===== src/sv/wtdr_pkg.sv =====
// ---------------------------------------------------------------------------
// wtdr_pkg
// constants, types and mapping functions of the trace delta renderer
// ---------------------------------------------------------------------------
`default_nettype none

package wtdr_pkg;

   localparam int FRAME_LEN = 256;
   localparam int POS_W     = $clog2(FRAME_LEN);
   localparam int CNT_W     = $clog2(FRAME_LEN + 1);
   localparam int SCREEN_W  = 160;
   localparam int DVD_W     = $clog2(FRAME_LEN * SCREEN_W);
   localparam int STEP_W    = $clog2(DVD_W + 1);

   localparam int SAMPLE_W  = 10;
   localparam int ZOOM_W    = 3;
   localparam int X_W       = 8;
   localparam int Y_W       = 7;
   localparam int COLOUR_W  = 16;
   localparam int PROD_W    = 17;
   localparam int ADC_SHIFT = 10;

   localparam logic [COLOUR_W-1:0] TRACE_COLOUR = 16'h6b39;
   localparam logic [COLOUR_W-1:0] ERASE_COLOUR = 16'h0000;
   localparam logic [Y_W-1:0]      Y_BASE       = 7'd111;
   localparam logic [ZOOM_W-1:0]   ZOOM_UNITY   = 3'd1;

   typedef struct packed {
      logic                rd_en;
      logic                wr_en;
      logic [POS_W-1:0]    addr;
      logic [SAMPLE_W-1:0] wr_data;
   } store_req_type;

   typedef struct packed {
      logic             start;
      logic [DVD_W-1:0] dividend;
      logic [CNT_W-1:0] divisor;
   } div_req_type;

   typedef struct packed {
      logic           done;
      logic [X_W-1:0] quotient;
   } div_rsp_type;

   // zoom of zero behaves as unity
   function automatic logic [ZOOM_W-1:0] eff_scale(input logic [ZOOM_W-1:0] z);
      return (z == '0) ? ZOOM_UNITY : z;
   endfunction

   // number of pairs inside the zoomed span
   function automatic logic [CNT_W-1:0] span_limit(input logic [ZOOM_W-1:0] s);
      logic [CNT_W-1:0] r;
      unique case (s)
         3'd2:    r = CNT_W'((FRAME_LEN - 1) / 2);
         3'd3:    r = CNT_W'((FRAME_LEN - 1) / 3);
         3'd4:    r = CNT_W'((FRAME_LEN - 1) / 4);
         3'd5:    r = CNT_W'((FRAME_LEN - 1) / 5);
         3'd6:    r = CNT_W'((FRAME_LEN - 1) / 6);
         3'd7:    r = CNT_W'((FRAME_LEN - 1) / 7);
         default: r = CNT_W'(FRAME_LEN - 1);
      endcase
      return r;
   endfunction

   // shown sample span
   function automatic logic [CNT_W-1:0] frame_part(input logic [ZOOM_W-1:0] s);
      logic [CNT_W-1:0] r;
      unique case (s)
         3'd2:    r = CNT_W'(FRAME_LEN / 2);
         3'd3:    r = CNT_W'(FRAME_LEN / 3);
         3'd4:    r = CNT_W'(FRAME_LEN / 4);
         3'd5:    r = CNT_W'(FRAME_LEN / 5);
         3'd6:    r = CNT_W'(FRAME_LEN / 6);
         3'd7:    r = CNT_W'(FRAME_LEN / 7);
         default: r = CNT_W'(FRAME_LEN);
      endcase
      return r;
   endfunction

   // row = 111 - v*88/1023, division by 2^10-1 through shift and add
   function automatic logic [Y_W-1:0] map_y(input logic [SAMPLE_W-1:0] v);
      logic [PROD_W-1:0] prod;
      logic [PROD_W-1:0] qsum;
      prod = (PROD_W'(v) << 6) + (PROD_W'(v) << 4) + (PROD_W'(v) << 3);
      qsum = prod + (prod >> ADC_SHIFT) + PROD_W'(1);
      return Y_BASE - Y_W'(qsum >> ADC_SHIFT);
   endfunction

endpackage

`default_nettype wire


===== src/sv/wtdr_divider.sv =====
// ---------------------------------------------------------------------------
// wtdr_divider
// shared restoring divider, one quotient bit per cycle
// ---------------------------------------------------------------------------
`default_nettype none

module wtdr_divider (
   input  wire logic                 clock,
   input  wire logic                 reset,
   input  wire wtdr_pkg::div_req_type div_req,
   output      wtdr_pkg::div_rsp_type div_rsp
);

   logic                         busy_ff, busy_in;
   logic                         done_ff, done_in;
   logic [wtdr_pkg::STEP_W-1:0]  count_ff, count_in;
   logic [wtdr_pkg::DVD_W-1:0]   acc_ff, acc_in;
   logic [wtdr_pkg::CNT_W-1:0]   rem_ff, rem_in;
   logic [wtdr_pkg::CNT_W-1:0]   den_ff, den_in;

   logic [wtdr_pkg::CNT_W:0]     trial;
   logic [wtdr_pkg::CNT_W:0]     diff;
   logic                         fits;

   always_comb begin
      trial = {rem_ff, acc_ff[wtdr_pkg::DVD_W-1]};
      diff  = trial - {1'b0, den_ff};
      fits  = trial >= {1'b0, den_ff};

      busy_in  = busy_ff;
      done_in  = 1'b0;
      count_in = count_ff;
      acc_in   = acc_ff;
      rem_in   = rem_ff;
      den_in   = den_ff;

      if (div_req.start) begin
         busy_in  = 1'b1;
         count_in = '0;
         acc_in   = div_req.dividend;
         rem_in   = '0;
         den_in   = div_req.divisor;
      end else if (busy_ff) begin
         acc_in   = {acc_ff[wtdr_pkg::DVD_W-2:0], fits};
         rem_in   = fits ? diff[wtdr_pkg::CNT_W-1:0] : trial[wtdr_pkg::CNT_W-1:0];
         count_in = count_ff + wtdr_pkg::STEP_W'(1);
         if (count_ff == wtdr_pkg::STEP_W'(wtdr_pkg::DVD_W - 1)) begin
            busy_in = 1'b0;
            done_in = 1'b1;
         end
      end
   end

   always_ff @(posedge clock) begin
      if (reset) begin
         busy_ff <= 1'b0;
         done_ff <= 1'b0;
      end else begin
         busy_ff <= busy_in;
         done_ff <= done_in;
      end
   end

   always_ff @(posedge clock) begin
      count_ff <= count_in;
      acc_ff   <= acc_in;
      rem_ff   <= rem_in;
      den_ff   <= den_in;
   end

   assign div_rsp.done     = done_ff;
   assign div_rsp.quotient = acc_ff[wtdr_pkg::X_W-1:0];

endmodule

`default_nettype wire


===== src/sv/wtdr_frame_store.sv =====
// ---------------------------------------------------------------------------
// wtdr_frame_store
// previous frame memory with per-entry valid bits, registered read
// ---------------------------------------------------------------------------
`default_nettype none

module wtdr_frame_store (
   input  wire logic                          clock,
   input  wire logic                          reset,
   input  wire wtdr_pkg::store_req_type       store_req,
   output      logic [wtdr_pkg::SAMPLE_W-1:0] rd_data
);

   logic [wtdr_pkg::SAMPLE_W-1:0]  frame_mem [wtdr_pkg::FRAME_LEN];
   logic [wtdr_pkg::SAMPLE_W-1:0]  rd_data_ff;
   logic                           rd_valid_ff, rd_valid_in;
   logic [wtdr_pkg::FRAME_LEN-1:0] valid_ff, valid_in;

   always_comb begin
      valid_in = valid_ff;
      if (store_req.wr_en) begin
         valid_in[store_req.addr] = 1'b1;
      end
      rd_valid_in = store_req.rd_en ? valid_ff[store_req.addr] : rd_valid_ff;
   end

   always_ff @(posedge clock) begin
      if (reset) begin
         valid_ff    <= '0;
         rd_valid_ff <= 1'b0;
      end else begin
         valid_ff    <= valid_in;
         rd_valid_ff <= rd_valid_in;
      end
   end

   always_ff @(posedge clock) begin
      if (store_req.wr_en) begin
         frame_mem[store_req.addr] <= store_req.wr_data;
      end
      if (store_req.rd_en) begin
         rd_data_ff <= frame_mem[store_req.addr];
      end
   end

   // entries never written read as zero
   assign rd_data = rd_valid_ff ? rd_data_ff : '0;

endmodule

`default_nettype wire


===== src/sv/waveform_trace_delta_renderer_top.sv =====
// an item with segments shows its erase transfer once the divider has given its
// start and end columns, the draw transfer once the erase has been taken
// a new item is taken only back in idle; with segments the pace is
// set by the shared serial divider running once for each segment end column
// reset: synchronous; frame store valid bits clear at once, no clearing pass
// ---------------------------------------------------------------------------
// waveform_trace_delta_renderer_top
// frame delta renderer: compares each sample pair against the stored frame
// and emits erase and draw line segments
// ---------------------------------------------------------------------------
`default_nettype none

module waveform_trace_delta_renderer_top (
   input  wire logic                          clock,
   input  wire logic                          reset,
   input  wire logic                          csr_write_enable,
   input  wire logic [wtdr_pkg::ZOOM_W-1:0]   csr_write_data,
   input  wire logic                          req_valid,
   output      logic                          req_stall,
   input  wire logic [wtdr_pkg::SAMPLE_W-1:0] req_sample_value,
   output      logic                          rsp_valid,
   input  wire logic                          rsp_stall,
   output      logic                          rsp_is_erase,
   output      logic [wtdr_pkg::X_W-1:0]      rsp_x_start,
   output      logic [wtdr_pkg::Y_W-1:0]      rsp_y_start,
   output      logic [wtdr_pkg::X_W-1:0]      rsp_x_end,
   output      logic [wtdr_pkg::Y_W-1:0]      rsp_y_end,
   output      logic [wtdr_pkg::COLOUR_W-1:0] rsp_pixel_colour,
   output      logic                          rsp_last_of_run
);

   typedef enum logic [5:0] {
      ST_IDLE  = 6'b000001,
      ST_CHECK = 6'b000010,
      ST_DIV1  = 6'b000100,
      ST_DIV2  = 6'b001000,
      ST_ERASE = 6'b010000,
      ST_DRAW  = 6'b100000
   } state_type;

   state_type                      state_ff, state_in;
   logic [wtdr_pkg::ZOOM_W-1:0]    zoom_ff, zoom_in;
   logic [wtdr_pkg::POS_W-1:0]     pos_ff, pos_in;
   logic [wtdr_pkg::SAMPLE_W-1:0]  prior_new_ff, prior_new_in;
   logic [wtdr_pkg::SAMPLE_W-1:0]  prior_old_ff, prior_old_in;
   logic [wtdr_pkg::SAMPLE_W-1:0]  sample_ff, sample_in;
   logic [wtdr_pkg::POS_W-1:0]     idx_ff, idx_in;
   logic [wtdr_pkg::CNT_W-1:0]     den_ff, den_in;
   logic [wtdr_pkg::X_W-1:0]       x_start_ff, x_start_in;
   logic [wtdr_pkg::X_W-1:0]       x_end_ff, x_end_in;
   logic [wtdr_pkg::Y_W-1:0]       y_old_a_ff, y_old_a_in;
   logic [wtdr_pkg::Y_W-1:0]       y_old_b_ff, y_old_b_in;
   logic [wtdr_pkg::Y_W-1:0]       y_new_a_ff, y_new_a_in;
   logic [wtdr_pkg::Y_W-1:0]       y_new_b_ff, y_new_b_in;

   logic                           rsp_valid_ff, rsp_valid_in;
   logic                           rsp_is_erase_ff, rsp_is_erase_in;
   logic [wtdr_pkg::X_W-1:0]       rsp_x_start_ff, rsp_x_start_in;
   logic [wtdr_pkg::Y_W-1:0]       rsp_y_start_ff, rsp_y_start_in;
   logic [wtdr_pkg::X_W-1:0]       rsp_x_end_ff, rsp_x_end_in;
   logic [wtdr_pkg::Y_W-1:0]       rsp_y_end_ff, rsp_y_end_in;
   logic [wtdr_pkg::COLOUR_W-1:0]  rsp_colour_ff, rsp_colour_in;
   logic                           rsp_last_ff, rsp_last_in;

   wtdr_pkg::store_req_type        store_req;
   wtdr_pkg::div_req_type          div_req;
   wtdr_pkg::div_rsp_type          div_rsp;
   logic [wtdr_pkg::SAMPLE_W-1:0]  old_sample;

   logic [wtdr_pkg::ZOOM_W-1:0]    scale;
   logic [wtdr_pkg::POS_W-1:0]     idx;
   logic [wtdr_pkg::CNT_W-1:0]     part;
   logic [wtdr_pkg::CNT_W-1:0]     den_c;
   logic                           den_zero;
   logic                           in_span;
   logic                           changed;
   logic                           emit;
   logic                           out_free;

   wtdr_frame_store u_store (
      .clock     (clock),
      .reset     (reset),
      .store_req (store_req),
      .rd_data   (old_sample)
   );

   wtdr_divider u_divider (
      .clock   (clock),
      .reset   (reset),
      .div_req (div_req),
      .div_rsp (div_rsp)
   );

   always_comb begin
      scale    = wtdr_pkg::eff_scale(zoom_ff);
      idx      = pos_ff - wtdr_pkg::POS_W'(1);
      part     = wtdr_pkg::frame_part(scale);
      den_c    = part - wtdr_pkg::CNT_W'(2);
      den_zero = part <= wtdr_pkg::CNT_W'(2);
      in_span  = (pos_ff != '0) &&
                 (wtdr_pkg::CNT_W'(idx) < wtdr_pkg::span_limit(scale));
      changed  = (prior_new_ff != sample_ff) || (prior_old_ff != old_sample);
      emit     = in_span && changed;
      out_free = !rsp_valid_ff || !rsp_stall;
   end

   always_comb begin
      state_in     = state_ff;
      zoom_in      = csr_write_enable ? csr_write_data : zoom_ff;
      pos_in       = pos_ff;
      prior_new_in = prior_new_ff;
      prior_old_in = prior_old_ff;
      sample_in    = sample_ff;
      idx_in       = idx_ff;
      den_in       = den_ff;
      x_start_in   = x_start_ff;
      x_end_in     = x_end_ff;
      y_old_a_in   = y_old_a_ff;
      y_old_b_in   = y_old_b_ff;
      y_new_a_in   = y_new_a_ff;
      y_new_b_in   = y_new_b_ff;

      rsp_valid_in    = rsp_valid_ff && rsp_stall;
      rsp_is_erase_in = rsp_is_erase_ff;
      rsp_x_start_in  = rsp_x_start_ff;
      rsp_y_start_in  = rsp_y_start_ff;
      rsp_x_end_in    = rsp_x_end_ff;
      rsp_y_end_in    = rsp_y_end_ff;
      rsp_colour_in   = rsp_colour_ff;
      rsp_last_in     = rsp_last_ff;

      store_req      = '0;
      store_req.addr = pos_ff;
      div_req        = '0;

      unique case (state_ff)
         ST_IDLE: begin
            if (req_valid) begin
               store_req.rd_en = 1'b1;
               sample_in       = req_sample_value;
               state_in        = ST_CHECK;
            end
         end
         ST_CHECK: begin
            store_req.wr_en   = 1'b1;
            store_req.wr_data = sample_ff;
            prior_new_in      = sample_ff;
            prior_old_in      = old_sample;
            pos_in            = (pos_ff == wtdr_pkg::POS_W'(wtdr_pkg::FRAME_LEN - 1)) ?
                                '0 : pos_ff + wtdr_pkg::POS_W'(1);
            idx_in            = idx;
            den_in            = den_c;
            y_old_a_in        = wtdr_pkg::map_y(prior_old_ff);
            y_old_b_in        = wtdr_pkg::map_y(old_sample);
            y_new_a_in        = wtdr_pkg::map_y(prior_new_ff);
            y_new_b_in        = wtdr_pkg::map_y(sample_ff);
            if (!emit) begin
               state_in = ST_IDLE;
            end else if (den_zero) begin
               x_start_in = '0;
               x_end_in   = '0;
               state_in   = ST_ERASE;
            end else begin
               div_req.start    = 1'b1;
               div_req.dividend = wtdr_pkg::DVD_W'(idx) *
                                  wtdr_pkg::DVD_W'(wtdr_pkg::SCREEN_W);
               div_req.divisor  = den_c;
               state_in         = ST_DIV1;
            end
         end
         ST_DIV1: begin
            if (div_rsp.done) begin
               x_start_in       = div_rsp.quotient;
               div_req.start    = 1'b1;
               div_req.dividend = (wtdr_pkg::DVD_W'(idx_ff) + wtdr_pkg::DVD_W'(1)) *
                                  wtdr_pkg::DVD_W'(wtdr_pkg::SCREEN_W);
               div_req.divisor  = den_ff;
               state_in         = ST_DIV2;
            end
         end
         ST_DIV2: begin
            if (div_rsp.done) begin
               x_end_in = div_rsp.quotient;
               state_in = ST_ERASE;
            end
         end
         ST_ERASE: begin
            if (out_free) begin
               rsp_valid_in    = 1'b1;
               rsp_is_erase_in = 1'b1;
               rsp_x_start_in  = x_start_ff;
               rsp_y_start_in  = y_old_a_ff;
               rsp_x_end_in    = x_end_ff;
               rsp_y_end_in    = y_old_b_ff;
               rsp_colour_in   = wtdr_pkg::ERASE_COLOUR;
               rsp_last_in     = 1'b0;
               state_in        = ST_DRAW;
            end
         end
         ST_DRAW: begin
            if (out_free) begin
               rsp_valid_in    = 1'b1;
               rsp_is_erase_in = 1'b0;
               rsp_x_start_in  = x_start_ff;
               rsp_y_start_in  = y_new_a_ff;
               rsp_x_end_in    = x_end_ff;
               rsp_y_end_in    = y_new_b_ff;
               rsp_colour_in   = wtdr_pkg::TRACE_COLOUR;
               rsp_last_in     = 1'b1;
               state_in        = ST_IDLE;
            end
         end
         default: begin
            state_in = ST_IDLE;
         end
      endcase
   end

   always_ff @(posedge clock) begin
      if (reset) begin
         state_ff     <= ST_IDLE;
         zoom_ff      <= wtdr_pkg::ZOOM_UNITY;
         pos_ff       <= '0;
         prior_new_ff <= '0;
         prior_old_ff <= '0;
         rsp_valid_ff <= 1'b0;
      end else begin
         state_ff     <= state_in;
         zoom_ff      <= zoom_in;
         pos_ff       <= pos_in;
         prior_new_ff <= prior_new_in;
         prior_old_ff <= prior_old_in;
         rsp_valid_ff <= rsp_valid_in;
      end
   end

   always_ff @(posedge clock) begin
      sample_ff       <= sample_in;
      idx_ff          <= idx_in;
      den_ff          <= den_in;
      x_start_ff      <= x_start_in;
      x_end_ff        <= x_end_in;
      y_old_a_ff      <= y_old_a_in;
      y_old_b_ff      <= y_old_b_in;
      y_new_a_ff      <= y_new_a_in;
      y_new_b_ff      <= y_new_b_in;
      rsp_is_erase_ff <= rsp_is_erase_in;
      rsp_x_start_ff  <= rsp_x_start_in;
      rsp_y_start_ff  <= rsp_y_start_in;
      rsp_x_end_ff    <= rsp_x_end_in;
      rsp_y_end_ff    <= rsp_y_end_in;
      rsp_colour_ff   <= rsp_colour_in;
      rsp_last_ff     <= rsp_last_in;
   end

   assign req_stall        = (state_ff != ST_IDLE);
   assign rsp_valid        = rsp_valid_ff;
   assign rsp_is_erase     = rsp_is_erase_ff;
   assign rsp_x_start      = rsp_x_start_ff;
   assign rsp_y_start      = rsp_y_start_ff;
   assign rsp_x_end        = rsp_x_end_ff;
   assign rsp_y_end        = rsp_y_end_ff;
   assign rsp_pixel_colour = rsp_colour_ff;
   assign rsp_last_of_run  = rsp_last_ff;

endmodule

`default_nettype wire


===== config.mk =====
export PLATFORM = sky130hd
export DESIGN_NAME = waveform_trace_delta_renderer_top
export DESIGN_NICKNAME = d
export VERILOG_FILES = /design/src/sv/wtdr_pkg.sv /design/src/sv/wtdr_divider.sv /design/src/sv/wtdr_frame_store.sv /design/src/sv/waveform_trace_delta_renderer_top.sv
export SDC_FILE = /design/constraint.sdc
export NUM_CORES = 2
export LEC_CHECK = 0
export BUFFER_PORTS_ARGS = -buffer_cell sky130_fd_sc_hd__buf_2
export CAP_MARGIN = 20
export CORE_MARGIN = 2
export CORE_UTILIZATION = 34
export DETAILED_ROUTE_END_ITERATION = 7
export GPL_TIMING_DRIVEN = 0
export PLACE_DENSITY = 0.59
export SYNTH_ARGS = -nofsm -noshare
export SYNTH_HDL_FRONTEND = slang
export SYNTH_HIERARCHICAL = 1
export SYNTH_SLANG_ARGS = --single-unit

===== constraint.sdc =====
create_clock -name clock -period 6 [get_ports clock]
set_input_delay 0.6 -clock clock [delete_from_list [all_inputs] [get_ports clock]]
set_output_delay 0.6 -clock clock [all_outputs]
set_load 0.1 [all_outputs]

==> metrics.md <==
| Metric | Value |
|---|---|
| Status | `complete, but fails checks` |
| Failing checks | `setup timing` |
| Synth unique cells | `94` |
| Tcrit/Tclk final | `107%` |
| Total grt overflow | `0` |
| Flops & latches, synth | `3009` |
| Most common cell after layout, fill and taps aside | `edfxtp_1` |
| Crit. End Element | `register` |
| Most frequent cells in the layout | `edfxtp_1, mux4_2, nor2_1, clkbuf_16, dfxtp_1` |
| Slew margin rel. | `7.26%` |
| Ys async rst share | `0%` |
| DP HPWL | `313 mm` |
| Total Wirelength | `463 mm` |
| GRT Resource Usage Total | `25.4%` |
| Reg2reg end | `u_store/rd_data_ff[4]` |
| Critical Path Fanout Max | `10` |
| Leak | `43.9 nW` |
| Crit Reg-Reg Startpoint | `pos_ff[1]` |
| WL per Instance | `38.0 um` |
| Chip height | `600 um` |
| Routability congestion estimate | `1.04` |
| Fill cell count | `31502` |
| Post-synth top area share | `67.1%` |
| CP Data Arrival Time | `6.78 ns` |
| Die Width | `600 um` |
| CP max stage cell | `clkbuf_2` |
| Buf/Inv on CP | `6` |
| Sw frac | `22.9%` |
| Yosys Warn Count | `6` |
| Layout area overhead | `16.9%` |
| Crit path time final | `6.40 ns` |
| Via count | `72385` |
| Max-slew violations | `0` |
| Peak VDD IR | `0.261 mV` |
| PD cells | `323 mW/mm^2` |
| Post-synth top area cell | `edfxtp_1` |
| TritonCTS clock tree | `built` |
| Setup TNS Final | `-64.69 ns` |
| Cell family with most CP delay | `buffers and inverters` |
| Largest net degree at the start of global routing | `165` |
| Net Sw Power | `10.4 mW` |
| CTS Sinks | `3009` |
| EDFF count, synth | `2698` |
| Register area | `0.0872 mm^2` |
| Instance area at placement | `0.131 mm^2` |
| Hold wc startpoint | `csr_write_enable` |
| Startpoint types | `register` |
| Number of buffers created by CTS | `311` |
| HP Class | `in2reg` |
| WHS Endpoint | `zoom_ff[0]` |
| Worst-Skew Late Latency | `0.94 ns` |
| Core region area | `0.353 mm^2` |
| Reg2reg setup slack | `-0.40 ns` |
| Initial DRC count | `12816` |
| Post-synthesis cell count | `6536` |
| Port Buffers | `60` |
| Layout cell share with drive strength beyond 1 | `26.5%` |
| Area contributors post-synth | `edfxtp_1, mux4_2, dfxtp_1` |
| Achievable frequency | `156 MHz` |
| Starting Density | `34.2%` |
| Top Ports | `68` |
| Crit path kind | `reg2reg` |
| CP max stage delay | `0.76 ns` |
| Final instance area | `0.141 mm^2` |
| Fin. Hold Viols | `0` |
| Via-per-instance ratio | `5.94` |
| Worst R2R Path Depth | `11` |
| Ys flop type | `edfxtp_1` |
| Final Net Count | `7355` |
| Remaining antenna violation count | `0` |
| Worst EP required | `6.38 ns` |
| Register area share after synthesis | `72.2%` |
| Antenna violations before repair | `40` |
| Clk buf depth | `4` |
| Clock power share | `42.6%` |
| Post-CTS setup buffer count | `0` |
| H-tree depth | `5` |
| Final setup viols | `521` |
| Avg Inst Size Synth | `18.5 um^2` |
| Number of global-route vias before repair | `68148` |
| Setup Skew | `0.113 ns` |
| CTS clock-pin slew for the worst setup and hold paths | `0.06 ns` |
| Int Pwr | `35.1 mW` |
| Cell Area, Synth | `0.121 mm^2` |
| Hold Path Depth | `2` |
| Clock Tree Root | `clkbuf_16` |
| Worst slew pin tran | `1.39 ns` |
| Area occupied by multi-input gates | `0.0317 mm^2` |
| Detailed Routing Iterations Pass 1 | `8` |
| Comb pwr share | `7.0%` |
| Reg power frac | `50.4%` |
| Max_cap viols | `0` |
| Row cnt | `218` |
| DRC | `0` |
| Die Area | `0.360 mm^2` |
| CP cell instances | `buf_2 -> buf_2 -> buf_4 -> clkbuf_2 -> buf_12 -> clkbuf_2 -> mux4_2 -> a221oi_1 -> o22ai_1 -> o21ai_1 -> nand4_1` |
| Worst setup margin | `-0.399 ns` |
| First-pass GRT wire length | `611 mm` |
-- through the flow --
| stage | utilization, % | instances | hold slack (ns) | power [mW] | setup slack (ns) |
|---|---|---|---|---|---|
| 2_1_floorplan | - | 6548 | 0.400 | 25.4 | 0.799 |
| 3_3_place_gp | 36.0 | 11338 | 0.401 | 26.6 | -3.67 |
| 3_5_place_dp | 37.0 | 11582 | 0.405 | 26.5 | -1.07 |
| 4_1_cts | 39.9 | 12149 | 0.00133 | 45.6 | -0.00642 |
| 5_1_grt | 40.0 | 12162 | 0.0230 | 46.7 | -0.0000844 |
| 6_report | 40.0 | 12181 | 0.0245 | 45.6 | -0.399 |
-- power by group through the flow --
| stage | registers, mW | clock network [mW] | logic (mW) |
|---|---|---|---|
| 3_3_place_gp | 23.5 | 0 | 3.03 |
| 4_1_cts | 23.0 | 19.5 | 3.13 |
| 3_5_place_dp | 23.4 | 0 | 3.11 |
| 2_1_floorplan | 23.4 | 0 | 1.94 |
| 6_report | 23.0 | 19.4 | 3.21 |
| 5_1_grt | 23.0 | 20.3 | 3.36 |
-- worst max path at each step --
stage	slack (ns)	cells after the start	endpoint	from
after floorplan	0.80	7	u_store/frame_mem[0][4]	state_ff[2]
after global placement	-3.67	7	u_store/frame_mem[6][5]	state_ff[2]
after detailed placement	-1.07	11	u_store/rd_data_ff[4]	pos_ff[1]
after CTS	-0.006	10	u_store/rd_data_ff[4]	pos_ff[1]
after global routing	-0.00008	11	u_store/frame_mem[255][3]	pos_ff[1]
final	-0.40	11	u_store/rd_data_ff[4]	pos_ff[1]
-- repair_timing --
item                       CTS  global route
gates resized for setup     68            49
hold endpoints to repair    13             0
cloned                       0             0
setup endpoints to repair  646           656
hold buffers                13             0
pin swaps                    0             0
-- cell families after synthesis --
| group | Yosys count | share of synthesized area [%] |
|---|---|---|
| flip-flops | 3009 | 72.2 |
| adder cells (fa/ha/maj) | 153 | 1.80 |
| buffers and inverters | 472 | 2.01 |
| XOR/XNOR | 112 | 0.812 |
| other | 1 | 0.00310 |
| AND/OR/NAND/NOR | 1353 | 4.78 |
| multiplexers | 895 | 15.2 |
| AO/OA/AOI/OAI | 541 | 3.17 |
-- state kept, by name, summed over array words and instances, names as in the netlist, 8 cells and up --
register and count:
u_store/rd_data_ff 10, u_divider/acc_ff 16, sample_ff 10, rsp_x_end 8
u_store/valid_ff 256, pos_ff 8, x_end_ff 8, prior_old_ff 10
idx_ff 8, u_divider/rem_ff 9, rsp_x_start 8, x_start_ff 8
u_store/frame_mem 2560, prior_new_ff 10, den_ff 9, u_divider/den_ff 9
-- Yosys cell counts (68+ instances only) --
master,count
a22oi_1,122
inv_1,103
dfxtp_1,311
nor2_1,853
edfxtp_1,2698
ha_1,117
buf_2,68
mux4_2,750
a21oi_1,129
clkbuf_1,181
mux2i_1,124
nand2_1,214
-- per-layer routing --
metal / wire (um) / GRT usage [%]
met1: 166000 / 32.3
met4: 35200 / 15.7
met3: 63800 / 8.85
met2: 198000 / 37.3
met5: 76 / 0.0401
-- cell type report --
type	instances	area share, %
clock inverter	158	1.12
buffer	360	1.55
antenna	20	0.0354
timing repair buffer	333	2.58
inverter	103	0.327
clock buffer	401	5.98
sequential	3009	61.8
multi-input combinational	3067	22.5
tap	4730	4.19
No activity file was read; power rests on OpenSTA's default activity.
